--- config.mk ---
export PLATFORM = sky130hd
export DESIGN_NAME = i2c_bitbang_master
export DESIGN_NICKNAME = d
export VERILOG_FILES = /design/src/hw/rtl/i2cbb_pkg.sv /design/src/hw/rtl/i2cbb_seq.sv /design/src/hw/rtl/i2c_bitbang_master.sv
export SDC_FILE = /design/constraint.sdc
export NUM_CORES = 1
export LEC_CHECK = 0
export BUFFER_PORTS_ARGS = -buffer_cell sky130_fd_sc_hd__buf_2
export CAP_MARGIN = 30
export CORE_ASPECT_RATIO = 0.6
export CORE_MARGIN = 3
export CORE_UTILIZATION = 55
export DETAILED_ROUTE_END_ITERATION = 12
export PLACE_DENSITY = 0.75
export SYNTH_ARGS = -nofsm -noshare
export SYNTH_HDL_FRONTEND = slang
export SYNTH_HIERARCHICAL = 1
export SYNTH_SLANG_ARGS = --single-unit
--- constraint.sdc ---
create_clock -name clk -period 4.1 [get_ports clk]
set_input_delay 0.82 -clock clk [delete_from_list [all_inputs] [get_ports clk]]
set_output_delay 0.82 -clock clk [all_outputs]
set_load 0.03 [all_outputs]
--- src/hw/rtl/i2cbb_pkg.sv ---
package i2cbb_pkg;

	// Command codes carried by an input beat
	localparam logic [2:0] CMD_NONE  = 3'd0;
	localparam logic [2:0] CMD_START = 3'd1;
	localparam logic [2:0] CMD_STOP  = 3'd2;
	localparam logic [2:0] CMD_WRITE = 3'd3;
	localparam logic [2:0] CMD_READ  = 3'd4;

	// Clock bits per byte transfer, acknowledge included
	localparam logic [3:0] BITS_PER_XFER = 4'd9;
	localparam logic [3:0] DATA_BITS     = 4'd8;

	localparam logic [7:0] PHASE_TICKS_RST = 8'd8;

	// Operation in progress
	typedef enum logic [4:0] {
		OP_IDLE  = 5'b00001,
		OP_START = 5'b00010,
		OP_STOP  = 5'b00100,
		OP_WRITE = 5'b01000,
		OP_READ  = 5'b10000
	} op_t;

	typedef struct packed {
		logic [2:0] command;
		logic [7:0] write_byte;
		logic       send_ack;
		logic       sda_in;
	} tick_t;

	typedef struct packed {
		logic       scl_level;
		logic       sda_release;
		logic       busy_res;
		logic       done_res;
		logic [7:0] read_data;
	} res_t;

endpackage

--- src/hw/rtl/i2cbb_seq.sv ---
module i2cbb_seq (
	input  logic              clk,
	input  logic              arst_n,
	input  logic              step,
	input  i2cbb_pkg::tick_t  tick,
	input  logic [7:0]        phase_ticks,
	output i2cbb_pkg::res_t   res
);
	import i2cbb_pkg::*;

	op_t        op_q, op_n;
	logic       phase_q, phase_n;
	logic [3:0] bit_q, bit_n;
	logic [7:0] tick_q, tick_n;
	logic [7:0] shift_q, shift_n;
	logic       ack_q, ack_n;
	logic       scl_q, scl_n;
	logic       sda_q, sda_n;
	logic [7:0] rdata_q, rdata_n;
	logic       done_n;
	logic [7:0] limit;

	// SDA level to set up for a data or acknowledge bit
	function automatic logic bit_level(input op_t op, input logic [3:0] idx,
			input logic [7:0] sh, input logic ack);
		logic lvl;
		if (idx < DATA_BITS) begin
			lvl = (op == OP_WRITE) ? sh[3'd7 - idx[2:0]] : 1'b1;
		end else begin
			lvl = (op == OP_WRITE) ? 1'b1 : !ack;
		end
		return lvl;
	endfunction

	assign limit = (phase_ticks == 8'd0) ? 8'd1 : phase_ticks;

	// Next state for one tick
	always_comb begin
		op_n    = op_q;
		phase_n = phase_q;
		bit_n   = bit_q;
		tick_n  = tick_q;
		shift_n = shift_q;
		ack_n   = ack_q;
		scl_n   = scl_q;
		sda_n   = sda_q;
		rdata_n = rdata_q;
		done_n  = 1'b0;
		if (op_q == OP_IDLE) begin
			// Take a new command and set the lines of its first phase
			phase_n = 1'b0;
			bit_n   = 4'd0;
			tick_n  = 8'd0;
			case (tick.command)
				CMD_START: begin
					op_n  = OP_START;
					scl_n = 1'b1;
					sda_n = 1'b1;
				end
				CMD_STOP: begin
					op_n  = OP_STOP;
					scl_n = 1'b1;
					sda_n = 1'b0;
				end
				CMD_WRITE: begin
					op_n    = OP_WRITE;
					shift_n = tick.write_byte;
					ack_n   = tick.send_ack;
					scl_n   = 1'b0;
					sda_n   = tick.write_byte[7];
				end
				CMD_READ: begin
					op_n    = OP_READ;
					shift_n = 8'd0;
					ack_n   = tick.send_ack;
					scl_n   = 1'b0;
					sda_n   = 1'b1;
				end
				default: begin
					tick_n = tick_q;
					phase_n = phase_q;
					bit_n  = bit_q;
				end
			endcase
		end else begin
			tick_n = tick_q + 8'd1;
			if (tick_n >= limit) begin
				tick_n = 8'd0;
				if (op_q == OP_START || op_q == OP_STOP) begin
					// Data edge while SCL high, then finish
					if (!phase_q) begin
						sda_n   = (op_q == OP_STOP);
						phase_n = 1'b1;
					end else begin
						done_n = 1'b1;
					end
				end else if (!phase_q) begin
					// Raise SCL for the high half of the bit
					scl_n   = 1'b1;
					phase_n = 1'b1;
				end else begin
					// Sample on a read, drop SCL, advance to the next bit
					if (op_q == OP_READ && bit_q < DATA_BITS && tick.sda_in) begin
						shift_n = shift_q | (8'h80 >> bit_q[2:0]);
					end
					scl_n = 1'b0;
					bit_n = bit_q + 4'd1;
					if (bit_n >= BITS_PER_XFER) begin
						if (op_q == OP_READ) begin
							rdata_n = shift_n;
						end
						done_n = 1'b1;
					end else begin
						sda_n   = bit_level(op_q, bit_n, shift_n, ack_q);
						phase_n = 1'b0;
					end
				end
				if (done_n) begin
					op_n    = OP_IDLE;
					phase_n = 1'b0;
					bit_n   = 4'd0;
				end
			end
		end
	end

	// Hold state between ticks, advance on each processed beat
	always_ff @(posedge clk or negedge arst_n) begin
		if (!arst_n) begin
			op_q    <= OP_IDLE;
			phase_q <= 1'b0;
			bit_q   <= 4'd0;
			tick_q  <= 8'd0;
			shift_q <= 8'd0;
			ack_q   <= 1'b0;
			scl_q   <= 1'b1;
			sda_q   <= 1'b1;
			rdata_q <= 8'd0;
		end else if (step) begin
			op_q    <= op_n;
			phase_q <= phase_n;
			bit_q   <= bit_n;
			tick_q  <= tick_n;
			shift_q <= shift_n;
			ack_q   <= ack_n;
			scl_q   <= scl_n;
			sda_q   <= sda_n;
			rdata_q <= rdata_n;
		end
	end

	assign res.scl_level   = scl_n;
	assign res.sda_release = sda_n;
	assign res.busy_res    = (op_n != OP_IDLE);
	assign res.done_res    = done_n;
	assign res.read_data   = rdata_n;

	a_done_not_busy: assert property (@(posedge clk) disable iff (!arst_n)
		step && done_n |-> !res.busy_res)
		else $error("done with busy still set");

	a_idle_clean: assert property (@(posedge clk) disable iff (!arst_n)
		op_q == OP_IDLE |-> !phase_q && bit_q == 4'd0)
		else $error("idle with phase or bit index left over");

	a_bit_range: assert property (@(posedge clk) disable iff (!arst_n)
		bit_q < BITS_PER_XFER)
		else $error("bit index out of range");

	a_done_from_busy: assert property (@(posedge clk) disable iff (!arst_n)
		step && done_n |-> op_q != OP_IDLE)
		else $error("done without a command in progress");

endmodule

--- src/hw/rtl/i2c_bitbang_master.sv ---
// Tick-driven I2C master byte controller.
// cmd channel (cmd_valid/cmd_stall/cmd): one beat per tick, carrying an optional
// command (start, stop, write byte, read byte), the byte to write, the ack choice
// for a read and the sampled SDA level. A command is taken only while idle.
// res channel (res_valid/res_stall/res): one beat per tick with the SCL and SDA
// levels to drive, busy, a done pulse and the last byte read.
// cfg channel (cfg_valid/cfg_ready/cfg_data): writes phase_ticks, the ticks per
// line phase; cfg_ready is always high. Write it only while the block is idle.
// A cmd beat passes through the input register, then the sequencer step feeds
// the result register. The block takes one beat per cycle while res_stall is low,
// as the sequencer steps once per beat.
// When res_stall is high the finished beat holds in the result register while one
// more beat waits in the input register; cmd_stall rises only when both are full.
// Reset sets the sequencer's line state to released (SCL and SDA high), leaves the block
// idle with phase_ticks at 8 and the read byte at zero.
module i2c_bitbang_master (
	input  logic              clk,
	input  logic              arst_n,
	input  logic              cmd_valid,
	output logic              cmd_stall,
	input  i2cbb_pkg::tick_t  cmd,
	output logic              res_valid,
	input  logic              res_stall,
	output i2cbb_pkg::res_t   res,
	input  logic              cfg_valid,
	output logic              cfg_ready,
	input  logic [7:0]        cfg_data
);
	import i2cbb_pkg::*;

	logic       valid_s1;
	tick_t      tick_s1;
	logic       res_valid_q;
	res_t       res_q;
	res_t       res_n;
	logic [7:0] phase_ticks_q;
	logic       res_take;
	logic       adv;
	logic       accept;

	assign res_take  = !res_valid_q || !res_stall;
	assign adv       = valid_s1 && res_take;
	assign cmd_stall = valid_s1 && !res_take;
	assign accept    = cmd_valid && !cmd_stall;
	assign cfg_ready = 1'b1;

	// Hold the configuration register
	always_ff @(posedge clk or negedge arst_n) begin
		if (!arst_n) begin
			phase_ticks_q <= PHASE_TICKS_RST;
		end else if (cfg_valid && cfg_ready) begin
			phase_ticks_q <= cfg_data;
		end
	end

	// Input register
	always_ff @(posedge clk or negedge arst_n) begin
		if (!arst_n) begin
			valid_s1 <= 1'b0;
		end else if (accept) begin
			valid_s1 <= 1'b1;
		end else if (adv) begin
			valid_s1 <= 1'b0;
		end
	end

	always_ff @(posedge clk) begin
		if (accept) begin
			tick_s1 <= cmd;
		end
	end

	i2cbb_seq u_seq (
		.clk         (clk),
		.arst_n      (arst_n),
		.step        (adv),
		.tick        (tick_s1),
		.phase_ticks (phase_ticks_q),
		.res         (res_n)
	);

	// Result register
	always_ff @(posedge clk or negedge arst_n) begin
		if (!arst_n) begin
			res_valid_q <= 1'b0;
		end else if (adv) begin
			res_valid_q <= 1'b1;
		end else if (!res_stall) begin
			res_valid_q <= 1'b0;
		end
	end

	always_ff @(posedge clk) begin
		if (adv) begin
			res_q <= res_n;
		end
	end

	assign res_valid = res_valid_q;
	assign res       = res_q;

endmodule

; Yosys cells after proc, flatten, opt, wreduce, memory -nomap -nowiden
; Index checks and enable logic that the tools add are counted.
[classes]
addsub = 3
n_lt_le_gt_ge = 5
n_eq_ne = 15
n_shift = 1
mux = 63
bitwise_logic = 2
n_reduce_logical = 27
[ops]
columns = op, n
row1 = two-way mux 8 bit, 19
row2 = two-way mux 1 bit, 30
row3 = two-way mux 4 bit, 6
row4 = case mux 5 bit (4 select lines), 1
row5 = case mux 8 bit (2 select lines), 1
row6 = two-way mux 5 bit, 3
row7 = AND reduction 5 bit, 2
row8 = adder 8 x 1 -> 8 bit (second input constant), 1
row9 = >= comparator 8 bit, 1
row10 = logical NOT 8 bit, 1
row11 = less-than comparator 4 bit (second input constant), 2
row12 = bitwise OR 8 bit, 1
row13 = OR reduction 2 bit, 4
row14 = >> shifter 8 x 3 -> 8 bit (first input constant), 1
row15 = equality test 3 x 2 -> 1 bit (second input constant), 2
row16 = AND reduction 3 bit, 2
row17 = nonzero test 2 bit, 3
row18 = equality test 5 x 1 -> 1 bit (second input constant), 1
row19 = equality test 5 x 2 -> 1 bit (second input constant), 1
row20 = equality test 5 x 3 -> 1 bit (second input constant), 1
row21 = equality test 5 x 4 -> 1 bit (second input constant), 1
row22 = equality test 5 bit (second input constant), 1
row23 = logical AND 1 bit, 5
row24 = logical NOT 1 bit, 5
row25 = 19 further kinds, 21
[word_totals]
reg_bits = 72
input_bits = 26
output_inout_bits = 15
wordCells = 137

; Longest topological paths before layout
[depth]
depth_word = 17
mapped_depth = 12
depth_no_buf = 10

; By module
; Netlist, hierarchy kept.
[modules_own_cells]
columns = mod, n_inst, cells_per_inst, area_per_inst_um2, seq_area_each_um2
row1 = i2cbb_seq, 1, 296, 2721.4, 929.6
row2 = i2c_bitbang_master, 1, 52, 1181.1, 1002.2

; Least setup slack after synthesis
; No wires, ideal clock.
[synth_path]
path_kind = input port to flip-flop
start = input res_stall
end = register u_seq.rdata_q[0]
setup_ps = 125
t_arrival_ps = 3062
t_required_ps = 3975
slack_ps = 913
stages = 5
n_path_buf = 1
path_cell_list = a21boi_0 clkbuf_1 inv_1 nor3_4 mux2_2
[synth_between]
elab_chain_cells = 3
[synth_rtl]
columns = element, line
row1 = from (decl), i2c_bitbang_master.sv:23  ; input logic res_stall,
row2 = logical NOT 1 bit, n/a
row3 = logical OR 1 bit, i2c_bitbang_master.sv:41  ; assign res_take = !res_valid_q || !res_stall;
row4 = logical AND 1 bit, i2c_bitbang_master.sv:42  ; assign adv = valid_s1 && res_take;
row5 = to (signal assigned), i2cbb_seq.sv:148  ; rdata_q <= rdata_n;
row6 = to (decl), i2cbb_seq.sv:19  ; logic [7:0] rdata_q, rdata_n;
; No other way between the ends.
; A chain may end at the register's enable or synchronous reset.

==> out/summary.json <==
{
  "outcome": {
    "run_status": "finished clean"
  },
  "clock_network": {
    "cts.repair_timing.setup_buffer_count": 0,
    "clock_tree.htree_level_count": 3,
    "clock_tree.root_cell": "clkbuf_16",
    "postCtsResizedCells": 0,
    "clkTransAtPathRegs_ps": 60,
    "cts_num_sinks": 72,
    "cts_inserted_buffers": 9,
    "clock_tree.buffer_depth": 2,
    "worst_skew_pair.late_latency_ps": 340,
    "tritoncts": "built",
    "post_cts_hold_buffer_count": 0
  },
  "worst_setup_path": {
    "timing.critical_path.slowest_cell_delay_ps": 560,
    "crit_type": "reg2reg",
    "critical_path_cell_by_cell": "ha_1 -> nand3_1 -> xnor2_1 -> ha_1 -> a21o_1 -> a2111oi_0 -> o21a_1 -> or4_4 -> or2_1 -> mux2_4",
    "r2r_start": "u_seq/tick_q[0]",
    "r2r_setup_slack_ps": 540,
    "worst_path_max_delay_cell": "a2111oi_0",
    "end_kind": "flop",
    "setup.worst_path.start_class": "flop",
    "crit_path_max_fanout": 8,
    "worstPathArrival_ps": 3640,
    "critPathMostFrequentCell": "ha_1",
    "critical_path_required_ps": 4180,
    "r2r.worst_path.cells": 10,
    "regToRegEndpoint": "res[6]",
    "critical_path.startpoint": "u_seq/tick_q[0]",
    "worstSetupEndpoint": "res[6]"
  },
  "placement": {
    "placed_cells": 459,
    "place_hpwl_um": 6390,
    "port_buffers": 39,
    "gp_routability_congestion": 0.977
  },
  "layout": {
    "fillerInstances": 513,
    "area_growth_syn_to_layout_pct": 14.0,
    "final_layout_size_suffix_gt1_frac": 0.250,
    "layoutNonFillerInstCount": 475,
    "antenna_cells": 0,
    "final_net_count": 425
  },
  "drt": {
    "dr.pass1.iters": 8,
    "antenna_left": 0,
    "first_iter_violations": 373,
    "post_drt_via_cell_ratio": 6.11,
    "drt-total-wl_um": 8740,
    "routedWlPerCell_um": 18.4,
    "drcViolationCount": 0,
    "vias": 2904
  },
  "die": {
    "floorplan.die.width_um": 115,
    "die_area_mm2": 0.00818,
    "ios": 41,
    "initial_cell_density_of_the_core": 0.577,
    "floorplan.die.height_um": 71.3,
    "rows": 23,
    "core_mm2": 0.00676
  },
  "sta": {
    "setup_viol": 0,
    "period_share": 0.868,
    "final_period_minus_worst_setup_slack_ps": 3560,
    "setup_tns_ps": 0,
    "grt_setup_unrepaired": "false",
    "slew-limit-headroom": 0.502,
    "finalMaxSlewViolations": 0,
    "fmaxAchievable_ghz": 0.281,
    "timing.clock.skew_ps": 6.07,
    "timing_worst_slew_pin_value_ps": 742,
    "report.final.hold_viol_count": 0
  },
  "pwr": {
    "irDropWorstVdd_mv": 0.406,
    "leakagePower_nw": 2.03,
    "power-per-cell-area_mw_per_mm2": 593
  },
  "global_routing": {
    "globalRoute.totalOverflow": 0,
    "number_of_global_route_vias_before_repair": 2782,
    "number_of_antenna_violations_at_the_first_check_in_global_routing": 0,
    "grt_first_pass_wirelength_um": 14500,
    "grtUsageTotal": 0.232,
    "grt_max_degree": 31
  },
  "synthesis": {
    "count_of_flip_flops_with_a_built_in_enable_after_synthesis": 25,
    "synth_async_sr_flop_share": 0.653,
    "synth_top_flop_cell": "dfrtp_1",
    "total_of_warnings_raised_by_yosys": 6,
    "synth_top_area_frac": 0.276,
    "synthesis.instances": 348,
    "synth_largest_area_cell": "dfrtp_1",
    "ys_seq_area_frac": 0.495,
    "synth.avg_cell_area_um2": 11.2,
    "syn_nets": 390,
    "synthDistinctLibCells": 60,
    "netlist_area_mm2": 0.00390,
    "yosys-top-cells-area": "dfrtp_1, edfxtp_1, mux2_4",
    "yosys_register_bits": 72
  },
  "hold_path": {
    "hold_class": "in2async"
  },
  "flow_run": {
    "number_of_max_cap_violations": 0
  }
}
[state kept, by name (all words and copies together), names as in the netlist, 4 cells and up]
signal and flops:
u_seq/op_q 5, u_seq/shift_q 8, phase_ticks_q 8, u_seq/bit_q 4, u_seq/tick_q 8, tick_s1 13
u_seq/rdata_q 8, res 12
[power by group]
| group | switching, mW | leakage [nW] | internal (mW) |
|---|---|---|---|
| logic | 0.462 | 1.05 | 0.306 |
| registers | 0.165 | 0.833 | 0.888 |
| clock network | 0.290 | 0.148 | 0.530 |
[metrics by stage]
stage	total power [mW]	hold slack [ps]	area, um2	setup slack, ps	utilization
after floorplan	1.60	443	3900	913	-
after global placement	1.77	450	4120	766	0.609
after detailed placement	1.80	466	4140	602	0.612
after CTS	2.63	432	4450	584	0.658
after global routing	2.79	452	4450	188	0.658
final	2.64	427	4450	543	0.658
[layer usage]
layer	GRT usage	vias up	part of all wire
met1	0.365	1378	0.49
met4	0.0872	0	0.018
met2	0.289	165	0.38
li1	-	1348	-
met3	0.0827	13	0.12
met5	0	-	0
[layout make-up]
class	instances	area (um2)	area share
Timing Repair Buffer	41	223	0.0500
Clock buffer	10	229	0.0514
Multi-Input combinational cell	240	1800	0.405
Clock inverter	6	85.1	0.0191
Sequential cell	72	1930	0.434
Inverter	19	71.3	0.0160
Tap cell	87	109	0.0245
[Yosys cell counts, types with 6 or more instances]
cell	count
a21oi_1	12
a22o_1	6
inv_1	19
nor2_1	15
mux2_4	15
edfxtp_1	25
ha_1	16
o21ai_0	15
dfrtp_1	43
nor3_1	6
mux2_2	15
nand2b_1	6
a31oi_1	9
nand3_1	19
clkbuf_1	9
nand2_1	26
[layout by cell type, fill, tap and decap left out, drive strengths merged, types with 2 or more instances in the layout]
cell type / netlist / final
a211oi: 5 / 5
a21boi: 2 / 2
a21o: 4 / 4
a21oi: 12 / 12
a22o: 6 / 6
a22oi: 2 / 2
a31o: 3 / 3
a31oi: 9 / 9
a32o: 2 / 2
a41o: 2 / 2
and2: 3 / 3
and3: 5 / 5
buf: 8 / 41
bufinv: 0 / 2
clkbuf: 9 / 10
clkinv: 0 / 2
clkinvlp: 0 / 2
dfrtp: 43 / 43
dfstp: 4 / 4
edfxtp: 25 / 25
ha: 16 / 16
inv: 19 / 19
mux2: 31 / 31
mux2i: 3 / 3
nand2: 26 / 26
nand2b: 6 / 6
nand3: 19 / 19
nor2: 15 / 15
nor2b: 4 / 4
nor3: 7 / 7
nor4: 2 / 2
nor4b: 3 / 3
o21a: 2 / 2
o21ai: 17 / 17
o22ai: 2 / 2
o2bb2ai: 2 / 2
o32ai: 2 / 2
or3: 2 / 2
xnor2: 5 / 5
xor2: 5 / 5
[critical path: cells and delay by family, from the launching register on]
kind	cells	cell delay, ps
AO/OA/AOI/OAI	3	990
XOR/XNOR	1	210
adder cells (fa/ha/maj)	2	570
flip-flops	1	430
multiplexers	1	350
AND/OR/NAND/NOR	3	760
[worst min path at each step]
stage | startpoint | end | slack, ps
after global routing | arst_n | u_seq/tick_q[5] | 450
final | arst_n | u_seq/tick_q[5] | 430
after global placement | valid_s1 | res_valid | 450
after detailed placement | valid_s1 | res_valid | 470
after CTS | arst_n | u_seq/tick_q[5] | 430
after floorplan | valid_s1 | res_valid | 440
[cells by family after synthesis]
group                      after synthesis  share of synthesized area
DFF                                     72                      0.495
xor gates and xnor gates                10                     0.0224
other                                    1                   0.000961
buffers and inverters                   36                     0.0442
AOI/OAI and AO/OA                       80                      0.142
and+or+nand+nor                         99                      0.132
muxes                                   34                      0.112
adders and majority gates               16                     0.0513
Power figures use the tool's default switching activity.
